`src/rtl/core/rsv_pkg.sv`:
```
`timescale 1ns / 1ps

package rsv_pkg;

   // Sequence number width and the derived modulus.
   localparam int SEQ_BITS = 16;
   localparam logic [SEQ_BITS:0] SEQ_MOD = {1'b1, {SEQ_BITS{1'b0}}};

   // Depth of the word queue between the front and the back.
   localparam int QUEUE_DEPTH = 2;

   // Configuration register indexes and reset values.
   localparam int CSR_INDEX_BITS = 8;
   localparam logic [CSR_INDEX_BITS-1:0] CSR_MIN_SEQUENTIAL = 8'd0;
   localparam logic [CSR_INDEX_BITS-1:0] CSR_MAX_MISORDER   = 8'd1;
   localparam logic [CSR_INDEX_BITS-1:0] CSR_MAX_DROPOUT    = 8'd2;
   localparam logic [CSR_INDEX_BITS-1:0] CSR_US_PER_TICK    = 8'd3;

   localparam logic [7:0]  MIN_SEQUENTIAL_RESET = 8'd2;
   localparam logic [15:0] MAX_MISORDER_RESET   = 16'd100;
   localparam logic [15:0] MAX_DROPOUT_RESET    = 16'd3000;
   localparam logic [31:0] US_PER_TICK_RESET    = 32'd8192000;

   typedef logic [SEQ_BITS-1:0] seq_type;

   typedef enum logic [2:0] {
      VERDICT_VALID     = 3'd0,
      VERDICT_PROBATION = 3'd1,
      VERDICT_DUPLICATE = 3'd2,
      VERDICT_JUMPED    = 3'd3,
      VERDICT_INVALID   = 3'd4,
      VERDICT_QUERY     = 3'd5
   } verdict_type;

   typedef struct packed {
      logic [7:0]  min_sequential;
      logic [15:0] max_misorder;
      logic [15:0] max_dropout;
      logic [31:0] us_per_tick;
   } cfg_type;

   // One word as it travels from the front to the back.
   typedef struct packed {
      logic        query;
      seq_type     seq;
      logic        stamp_zero;
      logic [48:0] prod_hi;
      logic [31:0] arrival;
   } item_type;

endpackage

```
`src/rtl/core/rsv_front.sv`:
```
`timescale 1ns / 1ps

module rsv_front import rsv_pkg::*; (
   input  logic        clock,
   input  logic        reset,
   input  logic        req_valid,
   output logic        req_stall,
   input  logic        req_kind,
   input  logic [15:0] req_seq_num,
   input  logic [31:0] req_media_stamp,
   input  logic [31:0] req_arrival_us,
   input  logic [31:0] us_per_tick,
   output logic        push_valid,
   input  logic        push_ready,
   output item_type    push_item
);

   logic        hold_valid_ff, hold_valid_in;
   logic        kind_ff;
   seq_type     seq_ff;
   logic [31:0] stamp_ff;
   logic [31:0] arrival_ff;
   logic [63:0] product;
   logic        accept;

   // The holding register stalls the requester only while the queue is full.
   assign req_stall = hold_valid_ff && !push_ready;
   assign accept    = req_valid && !req_stall;

   always_comb begin
      hold_valid_in = hold_valid_ff;
      if (accept) begin
         hold_valid_in = 1'b1;
      end else if (push_ready) begin
         hold_valid_in = 1'b0;
      end
   end

   always_ff @(posedge clock) begin
      if (reset) begin
         hold_valid_ff <= 1'b0;
      end else begin
         hold_valid_ff <= hold_valid_in;
      end
      if (accept) begin
         kind_ff    <= req_kind;
         seq_ff     <= req_seq_num[SEQ_BITS-1:0];
         stamp_ff   <= req_media_stamp;
         arrival_ff <= req_arrival_us;
      end
   end

   // Scale the media stamp to microseconds; the queue register follows.
   assign product = 64'(stamp_ff) * 64'(us_per_tick);

   assign push_valid           = hold_valid_ff;
   assign push_item.query      = kind_ff;
   assign push_item.seq        = seq_ff;
   assign push_item.stamp_zero = (stamp_ff == 32'd0);
   assign push_item.prod_hi    = product[63:15];
   assign push_item.arrival    = arrival_ff;

endmodule

```
`src/rtl/core/rsv_queue.sv`:
```
`timescale 1ns / 1ps

module rsv_queue import rsv_pkg::*; (
   input  logic     clock,
   input  logic     reset,
   input  logic     push_valid,
   output logic     push_ready,
   input  item_type push_item,
   output logic     pop_valid,
   input  logic     pop_ready,
   output item_type pop_item
);

   localparam int PTR_BITS = (QUEUE_DEPTH > 1) ? $clog2(QUEUE_DEPTH) : 1;
   localparam int CNT_BITS = $clog2(QUEUE_DEPTH + 1);

   item_type              mem_ff [QUEUE_DEPTH];
   logic [PTR_BITS-1:0]   wr_ptr_ff, wr_ptr_in, rd_ptr_ff, rd_ptr_in;
   logic [CNT_BITS-1:0]   count_ff, count_in;
   logic                  do_push, do_pop;

   assign push_ready = (count_ff != CNT_BITS'(QUEUE_DEPTH));
   assign pop_valid  = (count_ff != '0);
   assign do_push    = push_valid && push_ready;
   assign do_pop     = pop_valid && pop_ready;
   assign pop_item   = mem_ff[rd_ptr_ff];

   // Pointer and fill count updates.
   always_comb begin
      wr_ptr_in = wr_ptr_ff;
      rd_ptr_in = rd_ptr_ff;
      count_in  = count_ff;
      if (do_push) begin
         wr_ptr_in = (wr_ptr_ff == PTR_BITS'(QUEUE_DEPTH - 1)) ? '0 : wr_ptr_ff + 1'b1;
      end
      if (do_pop) begin
         rd_ptr_in = (rd_ptr_ff == PTR_BITS'(QUEUE_DEPTH - 1)) ? '0 : rd_ptr_ff + 1'b1;
      end
      if (do_push && !do_pop) begin
         count_in = count_ff + 1'b1;
      end else if (do_pop && !do_push) begin
         count_in = count_ff - 1'b1;
      end
   end

   always_ff @(posedge clock) begin
      if (reset) begin
         wr_ptr_ff <= '0;
         rd_ptr_ff <= '0;
         count_ff  <= '0;
      end else begin
         wr_ptr_ff <= wr_ptr_in;
         rd_ptr_ff <= rd_ptr_in;
         count_ff  <= count_in;
      end
      if (do_push) begin
         mem_ff[wr_ptr_ff] <= push_item;
      end
   end

endmodule

```
`src/rtl/core/rsv_back.sv`:
```
`timescale 1ns / 1ps

module rsv_back import rsv_pkg::*; (
   input  logic        clock,
   input  logic        reset,
   input  cfg_type     cfg,
   input  logic        pop_valid,
   output logic        pop_ready,
   input  item_type    pop_item,
   output logic        rsp_valid,
   input  logic        rsp_stall,
   output logic [2:0]  rsp_verdict,
   output logic [31:0] rsp_jitter_q4,
   output logic [7:0]  rsp_loss_fraction,
   output logic [31:0] rsp_ext_highest_seq,
   output logic [31:0] rsp_received_count
);

   typedef enum logic [3:0] {
      ST_IDLE,
      ST_CLASSIFY,
      ST_J_DIFF,
      ST_J_D,
      ST_J_MAG,
      ST_J_ACC,
      ST_Q_INT,
      ST_Q_CHK,
      ST_Q_DIV,
      ST_DONE
   } state_type;

   state_type   state_ff, state_in;

   // Current word.
   logic        query_ff, query_in;
   seq_type     seq_ff, seq_in;
   logic        stamp_zero_ff, stamp_zero_in;
   logic [47:0] stamp_us_ff, stamp_us_in;
   logic [31:0] arrival_ff, arrival_in;

   // Source state.
   seq_type     highest_ff, highest_in;
   seq_type     base_ff, base_in;
   logic [SEQ_BITS:0] bad_ff, bad_in;
   logic [15:0] cycles_ff, cycles_in;
   logic [7:0]  probation_ff, probation_in;
   logic        not_started_ff, not_started_in;
   logic [31:0] rx_count_ff, rx_count_in;
   logic [31:0] rx_prior_ff, rx_prior_in;
   logic [31:0] exp_prior_ff, exp_prior_in;
   logic [31:0] prev_arrival_ff, prev_arrival_in;
   logic [47:0] prev_stamp_ff, prev_stamp_in;
   logic        prev_valid_ff, prev_valid_in;
   logic [31:0] jitter_ff, jitter_in;

   // Work registers of the jitter and loss sequences.
   logic [31:0] adelta_ff, adelta_in;
   logic [48:0] sdiff_ff, sdiff_in;
   logic [50:0] d_ff, d_in;
   logic [49:0] mag_ff, mag_in;
   logic [31:0] expected_ff, expected_in;
   logic [31:0] rx_int_ff, rx_int_in;
   logic [31:0] exp_int_ff, exp_int_in;
   logic [32:0] rem_ff, rem_in;
   logic [8:0]  quot_ff, quot_in;
   logic [3:0]  bit_cnt_ff, bit_cnt_in;
   verdict_type verdict_ff, verdict_in;
   logic [7:0]  loss_ff, loss_in;

   // Result register.
   logic        rsp_valid_ff, rsp_valid_in;
   logic [2:0]  rsp_verdict_ff;
   logic [31:0] rsp_jitter_ff, rsp_ext_ff, rsp_rx_ff;
   logic [7:0]  rsp_loss_ff;
   logic        load_rsp;

   // Helpers.
   logic [31:0]     ext_highest;
   seq_type         udelta;
   logic [SEQ_BITS:0] jump_sum;
   logic [49:0]     stamp_round;
   logic [53:0]     acc_sum;
   logic [53:0]     acc_shift;
   logic [32:0]     div_ext;
   logic            div_ge;
   logic [32:0]     rem_next;
   logic [7:0]      prob_dec;

   assign ext_highest = 32'({cycles_ff, highest_ff});
   assign udelta      = seq_ff - highest_ff;
   assign jump_sum    = {1'b0, udelta} + (SEQ_BITS + 1)'(cfg.max_misorder);
   assign stamp_round = 50'(pop_item.prod_hi) + 50'd1;
   assign acc_sum     = 54'(jitter_ff) * 54'd15 + {mag_ff, 4'b0000} + 54'd8;
   assign acc_shift   = acc_sum >> 4;
   assign div_ext     = {1'b0, exp_int_ff};
   assign div_ge      = (rem_ff >= div_ext);
   assign rem_next    = div_ge ? rem_ff - div_ext : rem_ff;
   assign prob_dec    = probation_ff - 8'd1;

   assign pop_ready = (state_ff == ST_IDLE);
   assign load_rsp  = (state_ff == ST_DONE) && (!rsp_valid_ff || !rsp_stall);

   always_comb begin
      state_in        = state_ff;
      query_in        = query_ff;
      seq_in          = seq_ff;
      stamp_zero_in   = stamp_zero_ff;
      stamp_us_in     = stamp_us_ff;
      arrival_in      = arrival_ff;
      highest_in      = highest_ff;
      base_in         = base_ff;
      bad_in          = bad_ff;
      cycles_in       = cycles_ff;
      probation_in    = probation_ff;
      not_started_in  = not_started_ff;
      rx_count_in     = rx_count_ff;
      rx_prior_in     = rx_prior_ff;
      exp_prior_in    = exp_prior_ff;
      prev_arrival_in = prev_arrival_ff;
      prev_stamp_in   = prev_stamp_ff;
      prev_valid_in   = prev_valid_ff;
      jitter_in       = jitter_ff;
      adelta_in       = adelta_ff;
      sdiff_in        = sdiff_ff;
      d_in            = d_ff;
      mag_in          = mag_ff;
      expected_in     = expected_ff;
      rx_int_in       = rx_int_ff;
      exp_int_in      = exp_int_ff;
      rem_in          = rem_ff;
      quot_in         = quot_ff;
      bit_cnt_in      = bit_cnt_ff;
      verdict_in      = verdict_ff;
      loss_in         = loss_ff;
      rsp_valid_in    = rsp_valid_ff && rsp_stall;

      case (state_ff)
         // Take the next word from the queue and round its stamp.
         ST_IDLE: begin
            if (pop_valid) begin
               query_in      = pop_item.query;
               seq_in        = pop_item.seq;
               stamp_zero_in = pop_item.stamp_zero;
               stamp_us_in   = stamp_round[48:1];
               arrival_in    = pop_item.arrival;
               state_in      = ST_CLASSIFY;
            end
         end

         // Sequence classification, or the start of a loss query.
         ST_CLASSIFY: begin
            loss_in  = 8'd0;
            state_in = ST_DONE;
            if (query_ff) begin
               verdict_in = VERDICT_QUERY;
               if (!not_started_ff) begin
                  expected_in = ext_highest - 32'(base_ff) + 32'd1;
                  rx_int_in   = rx_count_ff - rx_prior_ff;
                  state_in    = ST_Q_INT;
               end
            end else if (probation_ff != 8'd0) begin
               verdict_in = VERDICT_PROBATION;
               highest_in = seq_ff;
               if (seq_ff == highest_ff + 1'b1) begin
                  probation_in = prob_dec;
                  if (prob_dec == 8'd0) begin
                     base_in         = seq_ff;
                     bad_in          = SEQ_MOD + 1'b1;
                     cycles_in       = 16'd0;
                     rx_count_in     = 32'd1;
                     rx_prior_in     = 32'd0;
                     exp_prior_in    = 32'd0;
                     not_started_in  = 1'b0;
                     prev_arrival_in = arrival_ff;
                     prev_stamp_in   = stamp_us_ff;
                     prev_valid_in   = 1'b1;
                     jitter_in       = 32'd0;
                     verdict_in      = VERDICT_VALID;
                  end
               end else begin
                  probation_in = cfg.min_sequential;
               end
            end else if (udelta == '0) begin
               verdict_in = VERDICT_DUPLICATE;
            end else if ((udelta < cfg.max_dropout[SEQ_BITS-1:0]) ||
                         (jump_sum > SEQ_MOD)) begin
               // In order, or a small reorder: count the packet.
               if (udelta < cfg.max_dropout[SEQ_BITS-1:0]) begin
                  if (seq_ff < highest_ff) begin
                     cycles_in = cycles_ff + 16'd1;
                  end
                  highest_in = seq_ff;
               end
               rx_count_in = rx_count_ff + 32'd1;
               verdict_in  = VERDICT_VALID;
               if (!stamp_zero_ff) begin
                  state_in = ST_J_DIFF;
               end
            end else if ({1'b0, seq_ff} == bad_ff) begin
               // Second packet after a jump: resynchronize.
               base_in      = seq_ff;
               highest_in   = seq_ff;
               bad_in       = SEQ_MOD + 1'b1;
               cycles_in    = 16'd0;
               rx_count_in  = 32'd1;
               rx_prior_in  = 32'd0;
               exp_prior_in = 32'd0;
               verdict_in   = VERDICT_JUMPED;
            end else begin
               bad_in     = {1'b0, seq_ff + 1'b1};
               verdict_in = VERDICT_INVALID;
            end
         end

         // Arrival and transit deltas, and the new reference point.
         ST_J_DIFF: begin
            adelta_in       = arrival_ff - prev_arrival_ff;
            sdiff_in        = {1'b0, stamp_us_ff} - {1'b0, prev_stamp_ff};
            prev_arrival_in = arrival_ff;
            prev_stamp_in   = stamp_us_ff;
            prev_valid_in   = 1'b1;
            state_in        = prev_valid_ff ? ST_J_D : ST_DONE;
         end

         ST_J_D: begin
            d_in     = 51'(adelta_ff) - {{2{sdiff_ff[48]}}, sdiff_ff};
            state_in = ST_J_MAG;
         end

         ST_J_MAG: begin
            mag_in   = d_ff[50] ? 50'(-d_ff) : d_ff[49:0];
            state_in = ST_J_ACC;
         end

         // Smoothing step of the jitter estimate, saturated.
         ST_J_ACC: begin
            jitter_in = (acc_shift > 54'hFFFF_FFFF) ? 32'hFFFF_FFFF : acc_shift[31:0];
            state_in  = ST_DONE;
         end

         ST_Q_INT: begin
            exp_int_in   = expected_ff - exp_prior_ff;
            exp_prior_in = expected_ff;
            rx_prior_in  = rx_count_ff;
            state_in     = ST_Q_CHK;
         end

         ST_Q_CHK: begin
            if ((exp_int_ff == 32'd0) || (rx_int_ff >= exp_int_ff)) begin
               state_in = ST_DONE;
            end else begin
               rem_in     = {1'b0, exp_int_ff - rx_int_ff};
               quot_in    = 9'd0;
               bit_cnt_in = 4'd8;
               state_in   = ST_Q_DIV;
            end
         end

         // Restoring division, one quotient bit a cycle.
         ST_Q_DIV: begin
            quot_in    = {quot_ff[7:0], div_ge};
            rem_in     = {rem_next[31:0], 1'b0};
            bit_cnt_in = bit_cnt_ff - 4'd1;
            if (bit_cnt_ff == 4'd0) begin
               loss_in  = quot_ff[7] ? 8'hFF : {quot_ff[6:0], div_ge};
               state_in = ST_DONE;
            end
         end

         ST_DONE: begin
            if (load_rsp) begin
               rsp_valid_in = 1'b1;
               state_in     = ST_IDLE;
            end
         end

         default: begin
            state_in = ST_IDLE;
         end
      endcase
   end

   always_ff @(posedge clock) begin
      if (reset) begin
         state_ff        <= ST_IDLE;
         rsp_valid_ff    <= 1'b0;
         highest_ff      <= '1;
         base_ff         <= '0;
         bad_ff          <= SEQ_MOD + 1'b1;
         cycles_ff       <= 16'd0;
         probation_ff    <= MIN_SEQUENTIAL_RESET;
         not_started_ff  <= 1'b1;
         rx_count_ff     <= 32'd0;
         rx_prior_ff     <= 32'd0;
         exp_prior_ff    <= 32'd0;
         prev_arrival_ff <= 32'd0;
         prev_stamp_ff   <= 48'd0;
         prev_valid_ff   <= 1'b0;
         jitter_ff       <= 32'd0;
      end else begin
         state_ff        <= state_in;
         rsp_valid_ff    <= rsp_valid_in;
         highest_ff      <= highest_in;
         base_ff         <= base_in;
         bad_ff          <= bad_in;
         cycles_ff       <= cycles_in;
         probation_ff    <= probation_in;
         not_started_ff  <= not_started_in;
         rx_count_ff     <= rx_count_in;
         rx_prior_ff     <= rx_prior_in;
         exp_prior_ff    <= exp_prior_in;
         prev_arrival_ff <= prev_arrival_in;
         prev_stamp_ff   <= prev_stamp_in;
         prev_valid_ff   <= prev_valid_in;
         jitter_ff       <= jitter_in;
      end
      query_ff      <= query_in;
      seq_ff        <= seq_in;
      stamp_zero_ff <= stamp_zero_in;
      stamp_us_ff   <= stamp_us_in;
      arrival_ff    <= arrival_in;
      adelta_ff     <= adelta_in;
      sdiff_ff      <= sdiff_in;
      d_ff          <= d_in;
      mag_ff        <= mag_in;
      expected_ff   <= expected_in;
      rx_int_ff     <= rx_int_in;
      exp_int_ff    <= exp_int_in;
      rem_ff        <= rem_in;
      quot_ff       <= quot_in;
      bit_cnt_ff    <= bit_cnt_in;
      verdict_ff    <= verdict_in;
      loss_ff       <= loss_in;
      if (load_rsp) begin
         rsp_verdict_ff <= verdict_ff;
         rsp_jitter_ff  <= jitter_ff;
         rsp_loss_ff    <= loss_ff;
         rsp_ext_ff     <= ext_highest;
         rsp_rx_ff      <= rx_count_ff;
      end
   end

   assign rsp_valid           = rsp_valid_ff;
   assign rsp_verdict         = rsp_verdict_ff;
   assign rsp_jitter_q4       = rsp_jitter_ff;
   assign rsp_loss_fraction   = rsp_loss_ff;
   assign rsp_ext_highest_seq = rsp_ext_ff;
   assign rsp_received_count  = rsp_rx_ff;

`ifndef SYNTHESIS
   // Only a query answer carries a loss fraction.
   a_loss_only_query: assert property (@(posedge clock) disable iff (reset)
      rsp_valid_ff && (rsp_verdict_ff != VERDICT_QUERY) |-> rsp_loss_ff == 8'd0)
      else $error("loss fraction set on a packet result");

   // A started source has left probation.
   a_started_no_probation: assert property (@(posedge clock) disable iff (reset)
      !not_started_ff |-> probation_ff == 8'd0)
      else $error("started source still on probation");

   // The division remainder stays below twice the divisor.
   a_div_remainder: assert property (@(posedge clock) disable iff (reset)
      state_ff == ST_Q_DIV |-> rem_ff < {div_ext[31:0], 1'b0})
      else $error("division remainder out of range");

   // No word is taken from the queue while a result waits to be loaded.
   a_no_pop_in_done: assert property (@(posedge clock) disable iff (reset)
      state_ff == ST_DONE && !load_rsp |=> state_ff == ST_DONE)
      else $error("sequencer left the result state without loading");
`endif

endmodule

```
`src/rtl/core/rtp_sequence_validator_core.sv`:
```
`timescale 1ns / 1ps

// Receiver-side RTP source checker: each packet word is classified by its
// sequence number (valid, probation, duplicate, resynchronized, invalid) and
// a counted one with a nonzero stamp updates the interarrival jitter; a query
// word returns the 8-bit loss fraction since the previous query. The front
// stage takes a word every cycle while the two-entry queue has room and
// scales the media stamp with one 32 by 32 multiply. The back sequencer works
// on one word at a time and pops the next only after loading the result
// register. A counted packet with a nonzero stamp takes its arrival and
// transit deltas and a new reference point and, with an earlier reference,
// their difference, its magnitude and the jitter update. A query on a started
// source takes the interval counts and, when there is loss to report, runs
// the bit-serial loss division. A stalled result holds the sequencer until it
// is taken. Configuration must be written only while the block is idle; the
// block itself does not enforce this.

module rtp_sequence_validator_core import rsv_pkg::*; (
   input  logic        clock,
   input  logic        reset,
   input  logic        req_valid,
   output logic        req_stall,
   input  logic        req_kind,
   input  logic [15:0] req_seq_num,
   input  logic [31:0] req_media_stamp,
   input  logic [31:0] req_arrival_us,
   output logic        rsp_valid,
   input  logic        rsp_stall,
   output logic [2:0]  rsp_verdict,
   output logic [31:0] rsp_jitter_q4,
   output logic [7:0]  rsp_loss_fraction,
   output logic [31:0] rsp_ext_highest_seq,
   output logic [31:0] rsp_received_count,
   input  logic        csr_valid,
   output logic        csr_ready,
   input  logic [CSR_INDEX_BITS-1:0] csr_index,
   input  logic [31:0] csr_wdata
);

   cfg_type  cfg_ff, cfg_in;
   logic     push_valid, push_ready, pop_valid, pop_ready;
   item_type push_item, pop_item;

   // Register bank; unknown indexes are ignored.
   assign csr_ready = 1'b1;

   always_comb begin
      cfg_in = cfg_ff;
      if (csr_valid) begin
         case (csr_index)
            CSR_MIN_SEQUENTIAL: cfg_in.min_sequential = csr_wdata[7:0];
            CSR_MAX_MISORDER:   cfg_in.max_misorder   = csr_wdata[15:0];
            CSR_MAX_DROPOUT:    cfg_in.max_dropout    = csr_wdata[15:0];
            CSR_US_PER_TICK:    cfg_in.us_per_tick    = csr_wdata;
            default: begin
               cfg_in = cfg_ff;
            end
         endcase
      end
   end

   always_ff @(posedge clock) begin
      if (reset) begin
         cfg_ff.min_sequential <= MIN_SEQUENTIAL_RESET;
         cfg_ff.max_misorder   <= MAX_MISORDER_RESET;
         cfg_ff.max_dropout    <= MAX_DROPOUT_RESET;
         cfg_ff.us_per_tick    <= US_PER_TICK_RESET;
      end else begin
         cfg_ff <= cfg_in;
      end
   end

   rsv_front u_front (
      .clock           (clock),
      .reset           (reset),
      .req_valid       (req_valid),
      .req_stall       (req_stall),
      .req_kind        (req_kind),
      .req_seq_num     (req_seq_num),
      .req_media_stamp (req_media_stamp),
      .req_arrival_us  (req_arrival_us),
      .us_per_tick     (cfg_ff.us_per_tick),
      .push_valid      (push_valid),
      .push_ready      (push_ready),
      .push_item       (push_item)
   );

   rsv_queue u_queue (
      .clock      (clock),
      .reset      (reset),
      .push_valid (push_valid),
      .push_ready (push_ready),
      .push_item  (push_item),
      .pop_valid  (pop_valid),
      .pop_ready  (pop_ready),
      .pop_item   (pop_item)
   );

   rsv_back u_back (
      .clock               (clock),
      .reset               (reset),
      .cfg                 (cfg_ff),
      .pop_valid           (pop_valid),
      .pop_ready           (pop_ready),
      .pop_item            (pop_item),
      .rsp_valid           (rsp_valid),
      .rsp_stall           (rsp_stall),
      .rsp_verdict         (rsp_verdict),
      .rsp_jitter_q4       (rsp_jitter_q4),
      .rsp_loss_fraction   (rsp_loss_fraction),
      .rsp_ext_highest_seq (rsp_ext_highest_seq),
      .rsp_received_count  (rsp_received_count)
   );

endmodule

```
`config.mk`:
```
export PLATFORM = sky130hd
export DESIGN_NAME = rtp_sequence_validator_core
export DESIGN_NICKNAME = d
export VERILOG_FILES = /design/src/rtl/core/rsv_pkg.sv /design/src/rtl/core/rsv_front.sv /design/src/rtl/core/rsv_queue.sv /design/src/rtl/core/rsv_back.sv /design/src/rtl/core/rtp_sequence_validator_core.sv
export SDC_FILE = /design/constraint.sdc
export NUM_CORES = 2
export LEC_CHECK = 0
export BUFFER_PORTS_ARGS = -buffer_cell sky130_fd_sc_hd__buf_2
export CAP_MARGIN = 20
export CORE_ASPECT_RATIO = 1.2
export CORE_MARGIN = 1.5
export CORE_UTILIZATION = 59
export CTS_CLUSTER_SIZE = 40
export DETAILED_ROUTE_END_ITERATION = 6
export PLACE_DENSITY = 0.88
export SYNTH_ARGS = -nofsm -noshare
export SYNTH_HDL_FRONTEND = slang
export SYNTH_SLANG_ARGS = --single-unit
```
`constraint.sdc`:
```
create_clock -name clock -period 8.32 [get_ports clock]
set_clock_uncertainty 0.1 [all_clocks]
set_input_delay 0.416 -clock clock [delete_from_list [all_inputs] [get_ports clock]]
set_output_delay 0.416 -clock clock [all_outputs]
set_load 0.1 [all_outputs]
```
# Word level (Yosys, flattened, before mapping)
# Memories as Yosys holds them, arrays and structs flattened. A register that Yosys moved wholly into a read port is not among the register bits.
# Index checks and enable logic that the tools add are counted.
# word_totals
reg_bits,984
latch_bits,0
ram_bits,198
rom_bits,0
in_bits,126
out_inout_bits,110
wordCells,273
mem_count,1
# mem_list
name,words,width,rd,rd_clocked_by_memory_dff,write_ports,line,rtl
u_queue.mem_ff,2,99,1,1,1,rsv_queue.sv:17,item_type mem_ff [QUEUE_DEPTH];
# op_classes
n_addsub,25
mul,2
div,0
order_cmp,6
n_eq_ne,34
shifts,0
n_mux,100
bitwise,2
n_reduce_logical,54
# ops
operator,count
2-to-1 mux 32 bit,21
2-to-1 mux 16 bit,18
case mux 32 bit (2 select lines),4
2-to-1 mux 48 bit,4
subtractor 32 bit,5
2-to-1 mux 17 bit,6
case mux 48 bit (2 select lines),1
case mux 33 bit (2 select lines),1
adder 32 x 1 -> 32 bit (second input constant),2
zero test 32 bit,2
multiplier 32 x 32 -> 64 bit,1
adder 36 x 54 -> 54 bit,1
adder 54 x 4 -> 54 bit (second input constant),1
> comparator 50 x 32 -> 1 bit (second input constant),1
2-to-1 mux 50 bit,1
negator 50 bit,1
subtractor 33 x 49 -> 50 bit,1
adder 49 x 1 -> 49 bit (second input constant),1
subtractor 48 x 48 -> 49 bit,1
adder 16 x 1 -> 16 bit (second input constant),3
2-to-1 mux 4 bit,11
case mux 4 bit (10 select lines),1
multiplier 32 x 4 -> 36 bit (second input constant),1
>= comparator 33 x 32 -> 1 bit,1
other kinds (48),133

# Depth between registers and ports, before layout
# logic_depth
depth_word,9
depth_mapped,30
ltp_nobuf,29

# Hierarchy
# A second synthesis with hierarchy kept.
# unflattened
cells_unflattened,9772
hier_area_um2,98220.5
# by_module_without_submodules
mod,instances,cells_each,area_per_inst_um2,seq_area_each_um2
rsv_back,1,5418,52342.7,21921.0
rsv_front,1,3736,35471.5,2452.4
rsv_queue,1,332,7394.6,6045.8
rtp_sequence_validator_core,1,286,3011.6,1441.4

# Least setup slack after synthesis
# OpenSTA, ideal clock, no wires.
# synth_timing
path_type,reg-to-reg
start,reg u_front.stamp_ff[10]
end,mem u_queue.mem_ff[0][80] in the netlist's numbering (data pin)
setup_time_ns,0.264
arrival_ns,7.343
required_time_ns,7.956
setup_slack_ns,0.612
stages_incl_launch_ff,27
path_buffers,1
synth_period_minus_slack_ns,7.708
cell_sequence,edfxtp_1 clkbuf_1 and2_1 fa_1 inv_1 fa_1 inv_1 fa_1 inv_1 fa_1 inv_1 fa_1 fa_1 fa_1 fa_1 ha_1 a21o_1 a311oi_1 nor4_1 nor2_1 a31o_2 nand3b_1 a2111oi_1 nor4_1 o31a_1 nor2_1 xnor2_1
# synth_rtl
element,line,rtl
start: declaration,rsv_front.sv:21,logic [31:0] stamp_ff;
start signal: assignment,rsv_front.sv:48,stamp_ff <= req_media_stamp;
end: declaration,rsv_queue.sv:17,

==> results.yml <==
timing:
  final.setup.tns_ns: 0
  holdWs_ns: 0.0838
  slew_headroom_pct: 29.1
  period_minus_slack_ns: 8.19
  drv_slew: 0
  max_freq_mhz: 122
  final-setup-viol-count: 0
  finalHoldViolCount: 0
  tightest_slew_ns: 1.06
  finalCritPeriodShare_pct: 98.4
job:
  max_cap_violations: 0
layout:
  final_cell_mix: "inv_1, nand2_1, fa_1"
  area_growth_pct: 10.1
  drive_above_1_share_pct: 7.79
  final_common_cell: "inv_1"
  finalNetCount: 11800
yosys:
  synth_edf_count: 817
  yosys_warnings: 0
  synth.net_count: 11600
  syn_area_sq_um: 97200
  synth_top_area_share_pct: 25.2
  yosys.cell_types.count: 96
  synth.avg_cell_area_sq_um: 9.94
  ys_async_sr_fraction_pct: 0
  yosysTopAreaCell: "edfxtp_1"
  synth-main-ff-cell: "edfxtp_1"
  yosysSeqAreaShare_pct: 32.8
  ys_top_cells_by_area: "edfxtp_1, fa_1, ha_1, dfxtp_1, inv_1"
  ys_seq_elements: 1183
  postSynthCellCount: 9775
cts:
  numCtsBuffers: 118
  cts_buffer_depth: 3
  cts_root_buffer: "clkbuf_16"
  cts_sinks: 1183
  clkLatencyLatePin_ns: 0.79
  htree_num_levels: 3
  clkSlewWorstSetupHoldPaths_ns: 0.07
  tritoncts: "yes"
power:
  finalPower_mw: 28.3
  power_leakage_nw: 45.8
  cellPowerDensity_nw_per_um2: 264
  ir_drop_mv: 0.367
route:
  first_pass_iters: 7
  wl_per_cell_um: 20.1
  wirelength_um: 248000
  postRouteAntennaNets: 0
  vias: 73100
  drc: 5
  routed_via_density: 5.94
  dr.first_iter.drc_count: 6141
floorplan:
  ioPinCount: 236
  die-height_um: 448
  die_w_um: 374
  dieArea_sq_um: 167000
  initial_core_util_pct: 59.3
  coreArea_sq_um: 164000
  row_count: 163
setup_path:
  slowest_delay_ns: 0.82
  cpMaxStageDelayCell: "edfxtp_1"
  crit_arrival_ns: 8.65
  start_kind: "flip-flop"
  crit_path_frequent_cell: "fa_1"
  crit_type: "reg -> reg"
  endpoint_kind: "flip-flop"
  critPathRequiredTime_ns: 8.78
  crit_path_max_fanout: 13
placement:
  dp_hpwl_um: 185000
  gp_congestion: 0.958
  port_buffers: 234
hold_path:
  hold_path.class: "in -> reg"
grt:
  track_usage_pct: 29.3
  antenna_found_initial: 8
  grt_pass1_wl_um: 392000
  grt_overflow: 0
  grt_max_degree: 104
  first_global_vias: 75500
run_status:
  status: "complete, but fails checks"
  failed_checks: "DRC"
## stage by stage
step           utilization, %  cells  instance area [sq um]  setup WS, ns
3_3_place_gp             61.9  12000                 101000       -0.0283
5_1_grt                  65.3  12300                 107000       -0.0430
6_report                 65.3  12300                 107000         0.133
4_1_cts                  65.1  12300                 107000        0.0155
3_5_place_dp             61.9  12000                 101000        0.0274
2_1_floorplan               -   9775                  97200         0.612
## power breakdown
part | switching [mW] | internal [mW] | leakage (nW) | total, mW
clock | 2.49 | 3.16 | 1.98 | 5.65
combinational | 8.40 | 5.76 | 33.4 | 14.2
sequential | 0.601 | 7.86 | 10.5 | 8.46
total | 11.5 | 16.8 | 45.8 | 28.3
## worst max-delay path, delay by kind of cell (launching register included)
family          cells  cell delay, ns
fa+ha+maj           9            4.25
simple gates        5            1.16
flops               1            0.82
compound gates      4            0.71
buf+inv             6            0.66
xor+xnor            1            0.28
## flip-flops by register name (all words and copies together), names as in the netlist, 33 cells and up, named ones only
signal and flops:
u_back.stamp_us_ff 48, u_back.d_ff 50, u_back.mag_ff 50, u_back.sdiff_ff 49, u_queue.mem_ff 198, cfg_ff 72
u_back.prev_stamp_ff 48, u_back.rem_ff 33
## Yosys cell counts, types with 181 or more instances
| cell | n |
|---|---|
| inv_1 | 1500 |
| nand2_1 | 1039 |
| fa_1 | 996 |
| edfxtp_1 | 817 |
| ha_1 | 656 |
| and2_1 | 625 |
| a21oi_1 | 562 |
| nor2_1 | 389 |
| dfxtp_1 | 366 |
| xnor2_1 | 332 |
| clkbuf_1 | 323 |
| o21ai_0 | 273 |
| xor2_1 | 181 |
## repair_timing
action / in CTS / in global routing
setup endpoints to repair: 0 / 36
buffers inserted: 0 / 7
hold endpoints to repair: 162 / 0
hold buffers: 117 / 0
resized for setup: 0 / 27
## worst paths after layout
| check | startpoint | end | slack [ns] | depth (start not counted) |
|---|---|---|---|---|
| worst min register to register | u_back.loss_ff[4]$_SDFFCE_PN0P_ | u_back.rsp_loss_fraction[4]$_DFFE_PP_ | 0.32 | 0 |
| worst min-delay path | csr_index[1] | cfg_ff[62]$_SDFFE_PP0P_ | 0.08 | 4 |
| worst max-delay path | u_front.stamp_ff[3]$_DFFE_PP_ | u_queue.mem_ff[0][63]$_DFFE_PP_ | 0.13 | 25 |
| worst max register to register | u_front.stamp_ff[3]$_DFFE_PP_ | u_queue.mem_ff[0][63]$_DFFE_PP_ | 0.13 | 25 |
## area by class of cell
type                       count  area (sq um)
clock inverter                78           941
tap                         2145          2680
sequential                  1183         31900
multi-input combinational   6708         58400
antenna                        7          17.5
timing repair buffer         556          4300
fill                       12000         57000
clock buffer                 147          3170
inverter                    1500          5630
## cells by family after synthesis
family                   Yosys count  share of synthesized area [%]
XOR/XNOR                         513                           4.62
AND/OR/NAND/NOR                 2822                           14.3
adder cells (fa/ha/maj)         1652                           29.0
buffers and inverters           1884                           7.39
AO/OA/AOI/OAI                   1591                           10.5
other                              1                        0.00386
flip-flops                      1183                           32.8
multiplexers                     129                           1.40
## per-layer routing
layer / share of wire [%] / global-route usage [%]
met1: 38 / 35.8
met2: 49 / 50.1
met3: 8.3 / 5.64
met4: 4.9 / 13.6
met5: 0.0097 / 0
No activity file was read; power rests on OpenSTA's default activity.
